--- src/design/qjtg_pkg.sv ---
`default_nettype none
package qjtg_pkg;

  // Geometry and number formats.
  localparam int JOINTS_DEF = 6;
  localparam int POS_W      = 24;
  localparam int CFG_W      = 16;
  localparam int UQ         = 30;
  localparam int MUL_W      = 33;
  localparam int PROD_W     = 2 * MUL_W;
  localparam int DIVD_W     = 48;
  localparam int DIVS_W     = 36;
  localparam int QUO_W      = 30;
  localparam int QBITS_W    = 5;
  localparam int VEL_QBITS  = 24;
  localparam int VEL_SCALE  = 1000000;

  localparam logic [CFG_W-1:0] DUR_RESET = 16'd2000;
  localparam logic [CFG_W-1:0] PER_RESET = 16'd2000;

  // Input command codes.
  localparam logic CMD_LOAD = 1'b0;
  localparam logic CMD_TICK = 1'b1;

  // Register indexes.
  localparam logic REG_DURATION = 1'b0;
  localparam logic REG_PERIOD   = 1'b1;

  // Sequencer states.
  typedef enum logic [3:0] {
    ST_IDLE,
    ST_DIVU,
    ST_U2,
    ST_U3,
    ST_U4,
    ST_U5,
    ST_DEN,
    ST_SG,
    ST_JPOS,
    ST_JVEL,
    ST_JNUM,
    ST_JDIV0,
    ST_JDIV,
    ST_OUT
  } state_t;

  // Request to the shared divider.
  typedef struct packed {
    logic               start;
    logic [DIVD_W-1:0]  dividend;
    logic [DIVS_W-1:0]  divisor;
    logic [QBITS_W-1:0] qbits;
  } div_req_t;

  // Answer from the shared divider.
  typedef struct packed {
    logic             done;
    logic             ovf;
    logic [QUO_W-1:0] quot;
  } div_rsp_t;

endpackage
`default_nettype wire

--- src/design/qjtg_mul.sv ---
`default_nettype none
module qjtg_mul import qjtg_pkg::*; (
  input  wire logic                     clk,
  input  wire logic signed [MUL_W-1:0]  a,
  input  wire logic signed [MUL_W-1:0]  b,
  output logic signed [PROD_W-1:0]      p
);

  // Shared signed multiplier with its product registered.
  always_ff @(posedge clk) begin
    p <= a * b;
  end

endmodule
`default_nettype wire

--- config.mk ---
export PLATFORM = sky130hd
export DESIGN_NAME = qjtg_mul
export DESIGN_NICKNAME = d
export VERILOG_FILES = /design/src/design/qjtg_pkg.sv /design/src/design/qjtg_mul.sv
export SDC_FILE = /design/constraint.sdc
export NUM_CORES = 2
export LEC_CHECK = 0
export BUFFER_PORTS_ARGS = -buffer_cell sky130_fd_sc_hd__buf_2
export CORE_ASPECT_RATIO = 0.6
export CORE_UTILIZATION = 35
export CTS_BUF_LIST = sky130_fd_sc_hd__clkbuf_16
export CTS_CLUSTER_DIAMETER = 40
export CTS_CLUSTER_SIZE = 30
export DETAILED_ROUTE_END_ITERATION = 7
export GPL_TIMING_DRIVEN = 0
export PLACE_DENSITY_LB_ADDON = 0.08
export SYNTH_ARGS = -nofsm -noshare
export SYNTH_HDL_FRONTEND = slang
export SYNTH_SLANG_ARGS = --single-unit
--- constraint.sdc ---
create_clock -name clk -period 9.7 [get_ports clk]
set_input_delay 0.485 -clock clk [delete_from_list [all_inputs] [get_ports clk]]
set_output_delay 0.485 -clock clk [all_outputs]
set_load 0.02 [all_outputs]
After elaboration in Yosys (flattened, before gate mapping). Cells that the tools add are included.

Bits in registers: 66. Bits in latches: 0. Bits in writable memories: 0. ROM bits: 0. Input port bits: 67. Output and inout port bits: 66. Word-level logic and storage cells: 2. Memories kept: 0.

Add/subtract/negate cells: 0. Multipliers: 1. Div/mod/pow operators: 0. $lt $le $gt $ge: 0. Equality and inequality tests: 0. Shift-type cells: 0. Multiplexer cells: 0. Bitwise gates (word level): 0. Reductions and logical operators: 0.

Operators by type and width (count): 33-bit by 33-bit multiplier with 66-bit output (1).

Logic depth before layout (Yosys ltp).
Depth after elaboration: 1. Depth in mapped cells: 27. Mapped depth without buffers: 26.

Least setup slack after synthesis. Ideal clock, no wire load.

Path kind: in2reg. Start point: input a[32]. End point: register p[62]. Setup time: 79 ps. Arrival time: 7642 ps. Data required time: 9621 ps. Setup slack: 1979 ps. Cell stages on the path: 23. Path buffers: 2. Cells stage by stage: clkbuf_1 nand2_1 inv_1 fa_1 fa_1 fa_1 fa_1 fa_1 fa_1 fa_1 inv_1 fa_1 inv_1 ha_1 clkbuf_1 and3_1 nand3_1 nand2b_1 a2111oi_4 a211oi_4 a21o_2 a21o_1 a211oi_2.

Word-level cells in the longest chain between the ends: 1.

RTL lines: start: declaration (RTL line qjtg_mul.sv:4) `input wire logic signed [MUL_W-1:0] a,`; 33-bit by 33-bit multiplier with 66-bit output (RTL line qjtg_mul.sv:11) `p <= a * b;`; end signal: assignment (RTL line qjtg_mul.sv:11); end: declaration (RTL line qjtg_mul.sv:6) `output logic signed [PROD_W-1:0] p`.

Every way passes these cells.

Worst setup path in the final report.
Start point: input a[32]. End point: register p[58].

Same word-level chain as after synthesis.

==> key figures <==
Min path
  • Min-Delay Path Class: in2reg
  • Min-delay src: a[0]
  • Hold Path Cell Cnt: 2
  • Hold Crit Endpoint: p[0]

Synth
  • Top_reg_cell synth: dfxtp_1
  • Post-synthesis sequential area ratio: 0.0324
  • Post-synthesis area per instance: 9.39 µm²
  • Post-synth top area cell: fa_1
  • Synth top cells by count: fa_1, inv_1, and2_1
  • Most common cell in the netlist: fa_1
  • Synth Cell Area: 40700 µm²
  • Mapped Nets: 5767
  • Post-synth EDFFs: 0
  • Yosys top cell area share: 0.563
  • Warnings, synthesis: 0
  • Synth unique cells: 80
  • Synth async-reset ratio: 0
  • Cells after Synth: 4338
  • Top post-synthesis cells by area: fa_1, inv_1, and2_1
  • Synth Register Bits: 66

Floorplanning
  • # IOs: 133
  • Die Width: 442 µm
  • Die area: 118000 µm²
  • Die height: 266 µm
  • Initial Util: 0.355
  • Std cell rows: 96
  • Core Box Area: 115000 µm²

STA
  • Final hold violations: 0
  • Crit path time final: 9.21 ns
  • Post-route clock period utilization: 0.950
  • Slew headroom: -0.00161
  • Max Fclk: 109 MHz
  • RSZ-0062 raised after global routing: no
  • Endpoints failing setup: 0
  • Worst Tran Pin Value: 1.50 ns
  • Fin. max-slew vios: 11

Clock tree
  • Worst-path clk slew: 0.07 ns
  • CTS buffer count: 9
  • CTS resizes: 1
  • H-tree depth: 3
  • Max clock buf depth: 2
  • Root Driver: clkbuf_16
  • TritonCTS clock tree: built
  • Cts hold-fix bufs: 0
  • Setup bufs post-CTS: 0
  • Clk sink count: 66

Finish
  • Max FFs per register: 66
  • Layout Nets: 5910
  • Largest Register: p
  • Layout Cells excl Fill: 6013
  • Layout cell share with drive strength beyond 1: 0.0450
  • Top flop regs: p: 66 flops
  • Area Overhead vs Synth: 7.16%

Worst setup path
  • Critical path peak fanout: 17
  • Worst path bufs/invs: 5
  • Worst setup path class: in2reg
  • CP max stage cell: fa_2
  • Crit. End Element: flop
  • Arr. time, crit path: 9.49 ns
  • Critical path required time: 9.98 ns
  • Delay-heaviest family, CP: adder cells
  • Startpoint Class: primary input
  • Crit path cell chain: buf_2 -> clkbuf_1 -> and2_1 -> fa_1 -> fa_1 -> fa_2 -> fa_2 -> fa_1 -> fa_1 -> fa_1 -> inv_1 -> fa_1 -> inv_1 -> ha_1 -> clkbuf_1 -> and3_1 -> nand3_1 -> nand2b_1 -> a2111oi_4 -> a211oi_4 -> a21oi_2 -> nor4b_2 -> a311oi_1
  • CP max stage delay: 1.08 ns
  • Most frequent CP cell: fa_1
  • CP Depth: 23

Flow run
  • Maxcap violations: 1

Global routing
  • Initial antenna violation count: 24
  • Tot GR Track Use: 0.317
  • Largest net degree at the start of global routing: 27
  • First-pass GRT wire length: 257 mm
  • Vias in the first global route: 31600
  • Remaining Overflow, GRT: 0

Drt
  • DRC marker count from the first detailed-route iteration: 3153
  • Routed Antenna Nets: 0
  • Drt total wl: 180 mm
  • Drt first pass iters: 5
  • Remaining DRCs: 0
  • Vias: 30200
  • Vias per cell: 5.02
  • Wire per inst: 29.9 µm

Place
  • IO Port Bufs: 132
  • Dpl hpwl: 158 mm
  • GP Congestion: 1.00
  • Post-Place Cells: 5989

Outcome
  • Failing checks: max-capacitance violations, max-slew violations
  • Status: finished, violations left
==> cell families (layout without fill, tap and decap cells) <==
group,Yosys count,after routing,share of synthesized area
flip-flops,66,66,0.0324
XOR/XNOR,68,68,0.0146
other,0,8,0
AND/OR/NAND/NOR,1271,1271,0.158
adder cells (fa/ha/maj),1362,1362,0.629
buffers and inverters,1352,1500,0.125
AO/OA/AOI/OAI,219,219,0.0407
==> worst max-delay path by stage <==
stage | from | to | slack [ns]
after floorplan | a[32] | p[62] | 1.98
after global placement | a[32] | p[58] | -0.47
after detailed placement | a[32] | p[58] | -0.44
after CTS | a[32] | p[58] | 0.33
after global routing | a[32] | p[62] | 0.07
final | a[32] | p[58] | 0.49
==> metal layers <==
| layer | track usage | up-vias | routed length [µm] |
|---|---|---|---|
| li1 | - | 12600 | - |
| met2 | 0.366 | 1521 | 60200 |
| met3 | 0.144 | 78 | 28600 |
| met5 | 0 | - | 13 |
| met1 | 0.522 | 15900 | 89700 |
| met4 | 0.0310 | 2 | 1520 |
==> cells in the final DEF (no fill, tap or decap), drive strengths merged, types with 3 or more instances in the layout <==
cell and n:
fa 1145, inv 1132, and2 563, nand2 551, ha 217, clkbuf 217
buf 145, nor2 68, dfxtp 66, a21oi 61, xnor2 43, a21o 38
o21ai 33, nand3 26, xor2 25, nand2b 12, nand4 12, o21bai 11
a211oi 11, a31oi 9, diode 8, nor3 7, o31ai 7, o21a 6
a211o 6, and3 6, and4 5, nor2b 5, o211ai 5, or3 3
or2 3, nor4 3, a221oi 3, a21boi 3
==> stage by stage <==
stage	area (µm²)	hold WS (ns)	setup TNS, ns	setup slack [ns]	utilization
2_1_floorplan	40700	0.612	0	1.98	-
3_3_place_gp	43300	0.900	-3.40	-0.469	0.377
3_5_place_dp	43300	0.899	-2.84	-0.442	0.377
4_1_cts	43600	0.608	0	0.325	0.380
5_1_grt	43600	0.609	0	0.0732	0.380
6_report	43700	0.615	0	0.486	0.380
==> final cells by class <==
class	count	area (µm²)
antenna	8	20.0
buffer	221	855
tap	1519	1900
clock buffer	9	225
inverter	1131	4250
clock inverter	7	101
sequential	66	1320
multi-input combinational	2920	34300
timing repair buffer	132	661
fill	12000	71200
Power is left out: the tool's default activity adds up to more than one toggle a clock period on the data nets, which glitch-free logic cannot reach.
