[config.mk]
export PLATFORM = sky130hd
export DESIGN_NAME = qjtg_div
export DESIGN_NICKNAME = d
export VERILOG_FILES = /design/src/design/qjtg_pkg.sv /design/src/design/qjtg_div.sv
export SDC_FILE = /design/constraint.sdc
export NUM_CORES = 1
export LEC_CHECK = 0
export ABC_AREA = 0
export BUFFER_PORTS_ARGS = -buffer_cell sky130_fd_sc_hd__buf_2
export CAP_MARGIN = 30
export CELL_PAD_IN_SITES_DETAIL_PLACEMENT = 0
export CELL_PAD_IN_SITES_GLOBAL_PLACEMENT = 1
export CORE_MARGIN = 2
export CORE_UTILIZATION = 42
export DETAILED_ROUTE_END_ITERATION = 8
export PLACE_DENSITY = 0.82
export SETUP_SLACK_MARGIN = 0.5
export SLEW_MARGIN = 0
export SYNTH_ARGS = -nofsm -noshare
export SYNTH_HDL_FRONTEND = slang
export SYNTH_SLANG_ARGS = --single-unit
[constraint.sdc]
create_clock -name clk -period 7.25 [get_ports clk]
set_input_delay 0.725 -clock clk [delete_from_list [all_inputs] [get_ports clk]]
set_output_delay 0.725 -clock clk [all_outputs]
set_load 0.03 [all_outputs]
[src/design/qjtg_pkg.sv]
`default_nettype none
package qjtg_pkg;

  // Geometry and number formats.
  localparam int JOINTS_DEF = 6;
  localparam int POS_W      = 24;
  localparam int CFG_W      = 16;
  localparam int UQ         = 30;
  localparam int MUL_W      = 33;
  localparam int PROD_W     = 2 * MUL_W;
  localparam int DIVD_W     = 48;
  localparam int DIVS_W     = 36;
  localparam int QUO_W      = 30;
  localparam int QBITS_W    = 5;
  localparam int VEL_QBITS  = 24;
  localparam int VEL_SCALE  = 1000000;

  localparam logic [CFG_W-1:0] DUR_RESET = 16'd2000;
  localparam logic [CFG_W-1:0] PER_RESET = 16'd2000;

  // Input command codes.
  localparam logic CMD_LOAD = 1'b0;
  localparam logic CMD_TICK = 1'b1;

  // Register indexes.
  localparam logic REG_DURATION = 1'b0;
  localparam logic REG_PERIOD   = 1'b1;

  // Sequencer states.
  typedef enum logic [3:0] {
    ST_IDLE,
    ST_DIVU,
    ST_U2,
    ST_U3,
    ST_U4,
    ST_U5,
    ST_DEN,
    ST_SG,
    ST_JPOS,
    ST_JVEL,
    ST_JNUM,
    ST_JDIV0,
    ST_JDIV,
    ST_OUT
  } state_t;

  // Request to the shared divider.
  typedef struct packed {
    logic               start;
    logic [DIVD_W-1:0]  dividend;
    logic [DIVS_W-1:0]  divisor;
    logic [QBITS_W-1:0] qbits;
  } div_req_t;

  // Answer from the shared divider.
  typedef struct packed {
    logic             done;
    logic             ovf;
    logic [QUO_W-1:0] quot;
  } div_rsp_t;

endpackage
`default_nettype wire

[src/design/qjtg_div.sv]
`default_nettype none
module qjtg_div import qjtg_pkg::*; (
  input  wire logic clk,
  input  wire logic rst,
  input  wire div_req_t req,
  output div_rsp_t rsp
);

  localparam int DSR_W = PROD_W;

  logic [DIVD_W-1:0]  rem;
  logic [DSR_W-1:0]   dsr;
  logic [QUO_W-1:0]   q;
  logic [QBITS_W-1:0] cnt;
  logic               busy;
  logic               done;
  logic               ovf;
  logic               ge;
  logic [DIVD_W-1:0]  rem_next;

  // One restoring step: compare the remainder with the shifted divisor.
  assign ge       = {{(DSR_W-DIVD_W){1'b0}}, rem} >= dsr;
  assign rem_next = ge ? (rem - dsr[DIVD_W-1:0]) : rem;

  // Iterate one quotient bit per cycle, most significant first.
  always_ff @(posedge clk) begin
    if (rst) begin
      busy <= 1'b0;
      done <= 1'b0;
    end else begin
      done <= 1'b0;
      if (req.start) begin
        busy <= 1'b1;
        cnt  <= req.qbits - QBITS_W'(1);
      end else if (busy) begin
        if (cnt == '0) begin
          busy <= 1'b0;
          done <= 1'b1;
        end else begin
          cnt <= cnt - QBITS_W'(1);
        end
      end
    end
  end

  // Datapath registers.
  always_ff @(posedge clk) begin
    if (req.start) begin
      rem <= req.dividend;
      dsr <= {{(DSR_W-DIVS_W){1'b0}}, req.divisor} << (req.qbits - QBITS_W'(1));
      ovf <= {{(DSR_W-DIVD_W){1'b0}}, req.dividend}
             >= ({{(DSR_W-DIVS_W){1'b0}}, req.divisor} << req.qbits);
      q   <= '0;
    end else if (busy) begin
      rem <= rem_next;
      dsr <= dsr >> 1;
      q   <= {q[QUO_W-2:0], ge};
    end
  end

  assign rsp.done = done;
  assign rsp.ovf  = ovf;
  assign rsp.quot = q;

endmodule
`default_nettype wire

## After elaboration in Yosys (flattened, before gate mapping)

Cells that the tools add are included.

| storage, ports and cells | value |
|---|---|
| register bits after elaboration | 152 |
| bits in latches | 0 |
| memory bits (writable) | 0 |
| ROM bits | 0 |
| input port bits | 92 |
| memories | 0 |

| operators by class | value |
|---|---|
| $add $sub $neg | 3 |
| multiply operators | 0 |
| div/mod/pow operators | 0 |
| magnitude comparators | 2 |
| equality and inequality tests | 1 |
| shifts and indexed selects | 2 |
| multiplexer cells | 12 |
| bitwise operators | 2 |
| reduce and logical (&&, ||, !) cells | 6 |

Operator list:

| cell | count |
|---|---|
| $mux W48 | 3 |
| $ge A48 B66 Y1 | 2 |
| $mux W66 | 2 |
| $shl A36 B5 Y66 | 2 |
| $sub A48 B48 Y48 | 1 |
| $mux W5 | 3 |
| $sub A5 B1 Y5 const B | 2 |
| $logic_not A5 Y1 | 1 |
| $mux W1 | 4 |
| $reduce_bool A2 Y1 | 2 |
| $reduce_and A3 Y1 | 1 |
| $reduce_or A3 Y1 | 1 |
| $ne A2 B2 Y1 const B | 1 |
| $not A1 Y1 | 2 |
| $reduce_and A2 Y1 | 1 |

## Depth between registers and ports, before layout

Gate-level depths: netlist of run 1.

| depth | value |
|---|---|
| depth in word-level cells | 4 |
| gate-level depth with buffers | 20 |
| mapped depth without buffers | 17 |

## Least setup slack after synthesis of run 1

No wires, ideal clock.

| path | value |
|---|---|
| kind | register to register |
| from | reg dsr[0] |
| to | reg rem[0] (enable) |
| library setup time | 0.586 ns |
| data arrival time | 7.356 ns |
| required time | 6.664 ns |
| path slack | -0.691 ns |
| stages on the path, launching flop included | 11 |
| clock period less this slack | 7.941 ns |
| cells stage by stage | edfxtp_1 > ha_1 > fa_1 > o41ai_2 > a221oi_2 > or3_4 > a21oi_4 > a2111oi_1 > nor2_1 > a31oi_1 > o41ai_1 |

| on the way | value |
|---|---|
| cells in the longest elaborated chain, start to end | 3 |

Ends and longest elaborated chain:

| what | line | source |
|---|---|---|
| from (decl) | qjtg_div.sv:12 | `logic [DSR_W-1:0] dsr;` |
| from (signal assigned) | qjtg_div.sv:50 | `dsr <= {{(DSR_W-DIVS_W){1'b0}}, req.divisor} << (req.qbits - QBITS_W'(1));` |
| from (signal assigned) | qjtg_div.sv:56 | `dsr <= dsr >> 1;` |
| $ge A48 B66 Y1 | qjtg_div.sv:22 | `assign ge = {{(DSR_W-DIVD_W){1'b0}}, rem} >= dsr;` |
| $reduce_bool A2 Y1 (no source line) | - |  |
| $reduce_and A2 Y1 (no source line) | - |  |
| to (signal assigned) | qjtg_div.sv:49 | `rem <= req.dividend;` |
| to (signal assigned) | qjtg_div.sv:55 | `rem <= rem_next;` |
| to (decl) | qjtg_div.sv:11 | `logic [DIVD_W-1:0] rem;` |

Every way passes these cells.
A chain may end at the register's enable or synchronous reset.

## Final worst setup path of run 1

| path | value |
|---|---|
| from | in req[0] (netlist name) |
| to | reg ovf (data pin) |

| on the way | value |
|---|---|
| cells in the longest elaborated chain, start to end | 2 |

Ends and longest elaborated chain:

| what | line | source |
|---|---|---|
| from (decl) | qjtg_div.sv:5 | `input wire div_req_t req,` |
| $shl A36 B5 Y66 | qjtg_div.sv:52 | `>= ({{(DSR_W-DIVS_W){1'b0}}, req.divisor} << req.qbits);` |
| $ge A48 B66 Y1 | qjtg_div.sv:52 |  |
| to (signal assigned) | qjtg_div.sv:51 | `ovf <= {{(DSR_W-DIVD_W){1'b0}}, req.dividend}` |
| to (decl) | qjtg_div.sv:17 | `logic ovf;` |

Every way passes these cells.

==> summary.md, run 1 <==
| Metric | Value |
|---|---|
| ANT nets after route | 0 |
| Die height | 189 um |
| Clock power frac | 0.256 |
| Synth warn | 0 |
| Worst Setup End Kind | register |
| Simple-Gate Fraction of Synth Area | 0.168 |
| Worst EP required | between 7 and 8 ns |
| Post-synth ARST share | 0 |
| CTS buffer count | 17 |
| Core Area | 33,500 sq um |
| Ranking of synthesized cells by area | edfxtp_1 25%, ha_1 8.6%, mux4_2 7.7%, nand2_1 6.2%, mux2i_1 5.9% |
| Worst Hold Class | input pin to register |
| Period utilisation layout | 0.657 |
| Min cycle time layout | approximately 4.8 ns |
| Int Pwr | around 2.3 mW |
| Setup violators final | 0 |
| FMAX | about 210 MHz |
| Combinational family with the most area after synthesis | compound AO/OA/AOI/OAI gates |
| Width of the die | 189 um |
| Syn-to-layout area delta | 10.7% |
| Clk_skew | 0.0102 ns |
| Compound-cell area share of the yosys netlist | 0.217 |
| Largest net degree at the start of global routing | 76 |
| Syn Nets | 1,884 |
| Sink Count | between 150 and 200 |
| Routed len/inst | 21.6 um |
| Power per cell area | 234 nW/um^2 |
| Fraction of synthesized area in multiplexers | 0.151 |
| Count leader, synth | nand2_1 |
| Tightest Pin Transition | 0.940 ns |
| Post-CTS sizing | 0 |
| Top FF cell, synth | edfxtp_1 |
| Total number of vias | 13,300 |
| Pre-CTS WS | 2.08 ns |
| Routed WL | 47.3 mm |
| First-pass GRT wire length | slightly above 70 mm |
| Clock buffer depth | 2 |
| Io pins | approximately 120 |
| H-tree depth | 4 |
| Setup Fix Bufs, Post-CTS | 0 |
| Tot GR Track Use | 0.261 |
| Initial antenna violation count | 0 |
| CTS Hold Bufs | 0 |
| CTS tree | done |
| Final Hold Vio Count | 0 |
| Post-Synthesis Cells | 1,692 |
| Top-area cell type share of the netlist area | 0.252 |
| Psw | 1.45 mW |
| Unrepaired setup endpoints after global routing | no |
| Top cell type by total area after synthesis | edfxtp_1 |
| Distinct cells, synth | 72 |
| Max VDD drop | 0.000177 V |
| Final net count | 1,921 |
| Die area | roughly 36,000 sq um |
| Dpl hpwl | 37.1 mm |
| Share of layout cells above drive strength 1 | 0.153 |
| FP Rows | 67 |
| Final core occ | 0.473 |
| Top post-synthesis cells by count | 238 x nand2_1, 143 x a21oi_1, 139 x nor2_1 |
| Slew HR | 0.373 |
| Drc violations | 0 |
| Starting density of the core | 0.427 |
| Maxcap violations | 0 |
| Setup_tns | 0 ns |
| Data arrival, critical path | ~5.0 ns |
| Critical path peak fanout | 46 |
| Vias per cell | 6.07 |
| Vias in the first global route | 12,300 |
| Ant diodes | 0 |
| Final Wtd Congestion | 0.996 |
| Port Buf Inserts | between 100 and 150 |
| Net Sw Frac | 0.392 |
| Slew Viols, Final | 0 |
| Starting DRT DRC Count | 1,261 |
| First drt pass iteration count | 6 |
| Grt total ovfl | 0 |
| XOR/XNOR Fraction of Synth Area | 0.0245 |
| Min setup slack post-route | 2.48 ns |
| Worst-path clk slew | 0.07 ns |
| Status | finished, final reports clean |
| Comb pwr share | 0.440 |
| Mean Syn Cell Area | around 8.5 sq um |
| Post-synth EDFFs | 120 |
| Post-Syn Area | about 14,000 sq um |
| Post-synthesis adder-cell area fraction | 0.0879 |
| WS Path Type | input pin to register |
| Worst Setup Start Kind | input pin |
| Sequential Power Share | 0.304 |
| Leak Pwr | 6.66 nW |
| Clock root buffer master | clkbuf_16 |
| Flops & latches, synth | 152 |
| Register area share after synthesis | 0.296 |
| Worst-Skew Late Latency | 0.43 ns |
-- layout by cell type, fill, tap and decap left out, types with 31 or more instances in the layout --
cell type,netlist,routed
a21o_1,56,56
a21oi_1,143,143
buf_2,6,121
dfxtp_1,32,31
edfxtp_1,120,120
ha_1,99,99
inv_1,82,82
mux2i_1,85,85
mux4_2,49,49
nand2_1,238,238
nor2_1,139,139
o21ai_0,136,136
-- cell type report --
cell class	instances	area [sq um]
clock inverter	15	189
timing repair buffer	139	744
sequential	152	4250
inverter	84	315
multi-input combinational	1335	9370
tap	448	561
fill	3307	17700
clock buffer	17	425
-- kinds of logic after synthesis --
logic type | Yosys count
AO/OA/AOI/OAI | 501
XOR/XNOR | 40
adder cells (fa/ha/maj) | 100
buffers and inverters | 205
flip-flops | 152
multiplexers | 153
AND/OR/NAND/NOR | 541
-- path summary, 6_finish.rpt --
path	startpoint	end	slack, ns	depth (start not counted)
max	req[0]	ovf	2.48	17
max reg2reg	rem[0]	rem[14]	3.08	12
min reg2reg	q[0]	q[0]	0.50	2
min	rst	busy	0.47	2
-- per-stage QoR --
step | instance area (sq um) | total power, mW | instances | hold slack, ns
final | 15900 | 3.71 | 2190 | 0.469
after detailed placement | 15200 | 2.74 | 2158 | 0.492
after floorplan | 14300 | 2.31 | 1692 | 0.520
after global placement | 15200 | 2.73 | 2158 | 0.473
after CTS | 15900 | 3.69 | 2190 | 0.460
after global routing | 15900 | 3.91 | 2190 | 0.471
-- layer usage --
metal,share of wire,wire length (um),track usage
met5,0,0,0
met4,0.029,1380,0.0847
met3,0.064,3040,0.0257
met2,0.47,22100,0.428
met1,0.44,20800,0.363
-- power by group through the flow --
stage | Sequential (mW) | Clock [mW] | Combinational [mW]
global route | 1.14 | 0.984 | 1.79
CTS | 1.13 | 0.957 | 1.61
global placement | 1.14 | 0 | 1.59
finish | 1.13 | 0.949 | 1.63
floorplan | 1.13 | 0 | 1.18
detailed placement | 1.15 | 0 | 1.60
-- flip-flops by register name, summed over array words and instances, names as in the netlist --
register and count:
rem 48, dsr 66, cnt 5, busy 1
done 1, q 30, ovf 1
-- worst max-delay path, stage by stage --
cell and delay [ns]:
buf_4 0.47, buf_4 0.64, mux2i_1 0.20, nand2_1 0.10
o21ai_0 0.13, o21ai_0 0.55, nor2_1 0.10, a21oi_1 0.13
o21ai_0 0.13, ha_1 0.36, nand4_1 0.18, nor4_1 0.50
a221oi_1 0.19, and4_1 0.25, o221ai_1 0.07, a21oi_1 0.10
a211oi_1 0.16
Power figures use the tool's default switching activity.
==> inputs of run 2 (changes only) <==
==> constraint.sdc (replaced) <==
create_clock -name clk -period 3.8 [get_ports clk]
set_input_delay 0.38 -clock clk [delete_from_list [all_inputs] [get_ports clk]]
set_output_delay 0.38 -clock clk [all_outputs]
set_load 0.03 [all_outputs]
==> summary.md, run 2 (same netlist as run 1, synthesis figures left out) <==
| Metric | Value |
|---|---|
| Status | finished, final reports clean |
| Maxcap violations | 0 |
| Final instance area | approximately 17,000 sq um |
| WS Path Type | register to register |
| Worst EP required | 3.96 ns |
| Starting density of the core | 0.427 |
| Pre-CTS WS | -0.0274 ns |
| Tot GR Track Use | 0.275 |
| Final Hold Vio Count | 0 |
| Routed WL | 50.1 mm |
| Most frequent cells in the layout | 237 x nand2_1, 141 x a21oi_1, 138 x nor2_1 |
| Io pins | 124 |
| Slew HR | 0.340 |
| Post-route insts no fill | 2,255 |
| CP max stage delay | 0.41 ns |
| Drc violations | 0 |
| Critical path peak fanout | 6 |
| Total number of vias | 13,800 |
| Period utilisation layout | 0.885 |
| Die area | ~36,000 sq um |
| Width of the die | 189 um |
| First-pass GRT wire length | 75.3 mm |
| FP Rows | 67 |
| Initial antenna violation count | 0 |
| Power per cell area | 430 nW/um^2 |
| Largest register FFs | 66 |
| ANT nets after route | 0 |
| Commonest non-fill, non-tap cell in the layout | nand2_1 |
| Data arrival, critical path | 3.52 ns |
| Clk_skew | 0.0117 ns |
| Vias in the first global route | 13,000 |
| Min cycle time layout | between 3 and 4 ns |
| Vias per cell | approximately 6 |
| Die height | 189 um |
| Worst-path clk slew | around 0.07 ns |
| Grt total ovfl | 0 |
| DP Area | around 16,000 sq um |
| Worst Setup Start Kind | register |
| Slew Viols, Final | 0 |
| Clock power frac | 0.231 |
| Crit-path cells | inv_1, ha_2, fa_2, o41ai_2, a221oi_2, or3_4, a21oi_4, a2111oi_4, nor2_2, a31oi_4, o41ai_4, buf_6, buf_12, clkbuf_16 |
| Worst Setup End Kind | register |
| CTS buffer count | 17 |
| Post-Place Cells | 2,205 |
| Net Sw Frac | 0.398 |
| Sequential Power Share | 0.299 |
| Slowest stage cell, crit path | or3_4 |
| Routed len/inst | 22.2 um |
| Clock buffer depth | 2 |
| FMAX | 297 MHz |
| Final net count | 1,986 |
| Final Wtd Congestion | 0.992 |
| H-tree depth | 4 |
| Core Area | approximately 34,000 sq um |
| Tightest Pin Transition | around 0.99 ns |
| Syn-to-layout area delta | 17.2% |
| Register with the most flip-flops | dsr |
| Clock root buffer master | clkbuf_16 |
| Leak Pwr | 7.08 nW |
| Share of layout cells above drive strength 1 | 0.200 |
| Final core occ | 0.500 |
| Setup violators final | 0 |
| Psw | 2.87 mW |
| Int Pwr | 4.34 mW |
| Ant diodes | 0 |
| Max VDD drop | 0.000314 V |
| Largest net degree at the start of global routing | about 150 |
| Comb pwr share | 0.469 |
| Worst Hold Class | input pin to register |
| Smallest hold slack | 0.124 ns |
| CP Buf/Inv Count | 4 |
| Worst-Skew Late Latency | between 0.4 and 0.5 ns |
| CTS tree | done |
| Min setup slack post-route | 0.438 ns |
| Port Buf Inserts | approximately 120 |
| Crit path max-delay family | compound AO/OA/AOI/OAI gates |
| Largest regs | dsr (66), rem (48), q (30) |
| Total design power | 7.22 mW |
| First drt pass iteration count | 6 |
| Dpl hpwl | ~39 mm |
| Sink Count | 152 |
| Setup_tns | 0 ns |
| CTS Hold Bufs | 0 |
| Starting DRT DRC Count | 1,543 |
| Unrepaired setup endpoints after global routing | yes |
## run 2: cell count changes in the layout (fill, tap and decap cells not counted), sizes merged
cell      before  now
clkinv         1    5
clkbuf        17   21
bufinv         3    1
clkinvlp       5    3
buf          139  200
## run 2: path summary, 6_finish.rpt
kind              endpoint  slack, ns  depth (start not counted)    from
setup / recovery   rem[41]       0.44                         14  rem[0]
hold / removal        busy       0.12                          2     rst
hold reg to reg      q[29]       0.49                          2   q[29]
setup reg to reg   rem[41]       0.44                         14  rem[0]
## run 2: cell type report
class	count	area, sq um
Tap cell	448	561
Multi-Input combinational cell	1335	9600
Sequential cell	152	4250
Clock buffer	17	425
Timing Repair Buffer	204	1490
Fill cell	3313	16800
Inverter	84	315
Clock inverter	15	144
## run 2: timing repair
action / 4_1_cts / 5_1_grt
cloned: 2 / 5
pin swaps: 1 / 5
endpoints found under the setup margin: 52 / 60
buffers inserted: 6 / 5
resized for setup: 7 / 24
## run 2: metal layers
layer,global-route usage,wire [um]
met1,0.380,22000
met2,0.456,23600
met3,0.0194,2950
met4,0.0938,1450
met5,0,0
## run 2: power groups by stage
stage          clock (mW)  combinational [mW]  sequential [mW]
4_1_cts              1.68                3.25             2.16
2_1_floorplan           0                2.31             2.16
6_report             1.67                3.39             2.16
5_1_grt              1.75                3.69             2.18
3_5_place_dp            0                3.19             2.19
3_3_place_gp            0                3.16             2.18
==> inputs of run 3 (changes only) <==
--- a/config.mk
+++ b/config.mk
@@ -6,14 +6,14 @@
 export NUM_CORES = 1
 export LEC_CHECK = 0
 export ABC_AREA = 0
-export BUFFER_PORTS_ARGS = -buffer_cell sky130_fd_sc_hd__buf_2
 export CAP_MARGIN = 30
 export CELL_PAD_IN_SITES_DETAIL_PLACEMENT = 0
 export CELL_PAD_IN_SITES_GLOBAL_PLACEMENT = 1
 export CORE_MARGIN = 2
-export CORE_UTILIZATION = 42
+export CORE_UTILIZATION = 45
 export DETAILED_ROUTE_END_ITERATION = 8
-export PLACE_DENSITY = 0.82
+export DONT_BUFFER_PORTS = 1
+export PLACE_DENSITY_LB_ADDON = 0.1
 export SETUP_SLACK_MARGIN = 0.5
 export SLEW_MARGIN = 0
 export SYNTH_ARGS = -nofsm -noshare
==> summary.md, run 3 (same netlist as run 1, synthesis figures left out) <==
| Metric | Value |
|---|---|
| Status | finished, final reports clean |
| First-pass GRT wire length | 73.5 mm |
| Critical path peak fanout | 24 |
| Setup_tns | 0 ns |
| Total number of vias | about 13,000 |
| Drc violations | 0 |
| Smallest hold slack | 0.0282 ns |
| Worst-Skew Late Latency | 0.43 ns |
| Period utilisation layout | 0.880 |
| Final core occ | 0.495 |
| CTS buffer count | 17 |
| Register with the most flip-flops | dsr |
| Dpl hpwl | approximately 39 mm |
| Starting DRT DRC Count | 1,103 |
| Io pins | 124 |
| Slew Viols, Final | 0 |
| Final net count | 1,826 |
| Tightest Pin Transition | 0.895 ns |
| Routed WL | 49.3 mm |
| Pre-CTS WS | 0.144 ns |
| Worst Reg-to-Reg Cells | 12 |
| Grt total ovfl | 0 |
| Ant diodes | 0 |
| Worst Setup Start Kind | register |
| Crit. Startpoint | rem[3] |
| Final Hold Vio Count | 0 |
| Largest regs | dsr (66), rem (48), q (30) |
| Total design power | 6.98 mW |
| Power per cell area | between 400 and 500 nW/um^2 |
| Slew HR | 0.403 |
| Commonest non-fill, non-tap cell in the layout | nand2_1 |
| Setup violators final | 0 |
| Maxcap violations | 0 |
| Min cycle time layout | ~3.3 ns |
| Clock buffer depth | 2 |
| Max VDD drop | 0.000271 V |
| FP Rows | 65 |
| H-tree depth | 4 |
| Tot GR Track Use | 0.292 |
| Reg-to-reg critical path startpoint | rem[3] |
| Die area | ~33,000 sq um |
| Die height | 182 um |
| Port Buf Inserts | 0 |
| HP Start | rst |
| CTS tree | done |
| Worst-path clk slew | roughly 0.060 ns |
| Initial antenna violation count | 0 |
| Unrepaired setup endpoints after global routing | yes |
| Data arrival, critical path | 3.47 ns |
| Syn-to-layout area delta | 8.88% |
| Share of layout cells above drive strength 1 | 0.118 |
| Final Wtd Congestion | 0.952 |
| Width of the die | 182 um |
| WS Path Type | register to register |
| Worst Setup End Kind | register |
| FMAX | 299 MHz |
| First drt pass iteration count | 8 |
| Largest net degree at the start of global routing | 202 |
| Worst Hold Class | input pin to register |
| Sink Count | ~150 |
| Largest register FFs | 66 |
| Most frequent cells in the layout | 238 x nand2_1, 140 x a21oi_1, 138 x nor2_1 |
| Vias per cell | 6.29 |
| Leak Pwr | 6.31 nW |
| Vias in the first global route | 12,200 |
| Clk_skew | 0.00983 ns |
| Starting density of the core | 0.455 |
| Min setup slack post-route | 0.455 ns |
| Routed len/inst | around 24 um |
| Worst EP required | 3.93 ns |
| ANT nets after route | 0 |
| Core Area | 31,500 sq um |
| Clock root buffer master | clkbuf_16 |
| Hold Crit Depth | 1 |
run 3: changes by cell type in the layout (fill, tap and decap cells not counted), sizes merged:
cell / change
bufinv: -1
dlygate4sd3: +1
clkbuf: -3
clkinvlp: -3
buf: -157
inv: +4
clkinv: -1
run 3: final cells by class:
class / instances / area [sq um]
clock buffers: 18 / 450
clock inverters: 14 / 121
inverters: 84 / 315
repair buffers: 44 / 377
well taps: 402 / 503
fillers: 3029 / 15900
flip-flops and latches: 152 / 4250
multi-input cells: 1335 / 9580
run 3: worst paths after layout:
check	slack (ns)	to
max	0.45	rem[3]
max reg2reg	0.45	rem[3]
min	0.03	done
min reg2reg	0.57	dsr[53]
run 3: per-layer routing:
metal / wire (um) / up-vias / global-route usage / part of all wire
met5: 0 / - / 0 / 0
met4: 1940 / 0 / 0.112 / 0.039
met3: 3200 / 96 / 0.0435 / 0.065
met2: 22700 / 476 / 0.475 / 0.46
met1: 21400 / 6188 / 0.395 / 0.43
li1: - / 6136 / - / -
run 3: worst max-delay path, stage by stage (launching register included):
cell and delay, ns:
edfxtp_1 0.42, ha_4 0.31, nand2_1 0.12, o41ai_4 0.38
a221oi_2 0.11, or3_4 0.40, a21oi_4 0.23, a2111oi_4 0.12
nor2_2 0.19, a31oi_4 0.13, o41ai_4 0.24, buf_6 0.18
buf_16 0.19
run 3: per-stage QoR:
step / std cells / instance area [sq um]
global placement: 2012 / 14800
finish: 2049 / 15600
floorplan: 1692 / 14600
CTS: 2048 / 15500
detailed placement: 2012 / 14800
global route: 2049 / 15600
run 3: timing repair:
item / 4_1_cts / 5_1_grt
setup buffers: 2 / 1
gates cloned: 1 / 0
pin swaps: 1 / 2
resized for setup: 8 / 12
hold buffers: 1 / 0
endpoints found under the hold margin: 1 / 0
endpoints found under the setup margin: 51 / 59
run 3: where the power goes:
part | total [mW] | switching (mW) | internal (mW) | leakage (nW)
clock network | 1.68 | 0.779 | 0.903 | 0.288
logic | 3.13 | 1.87 | 1.26 | 4.55
registers | 2.16 | 0.0874 | 2.07 | 1.47
total | 6.98 | 2.74 | 4.24 | 6.31
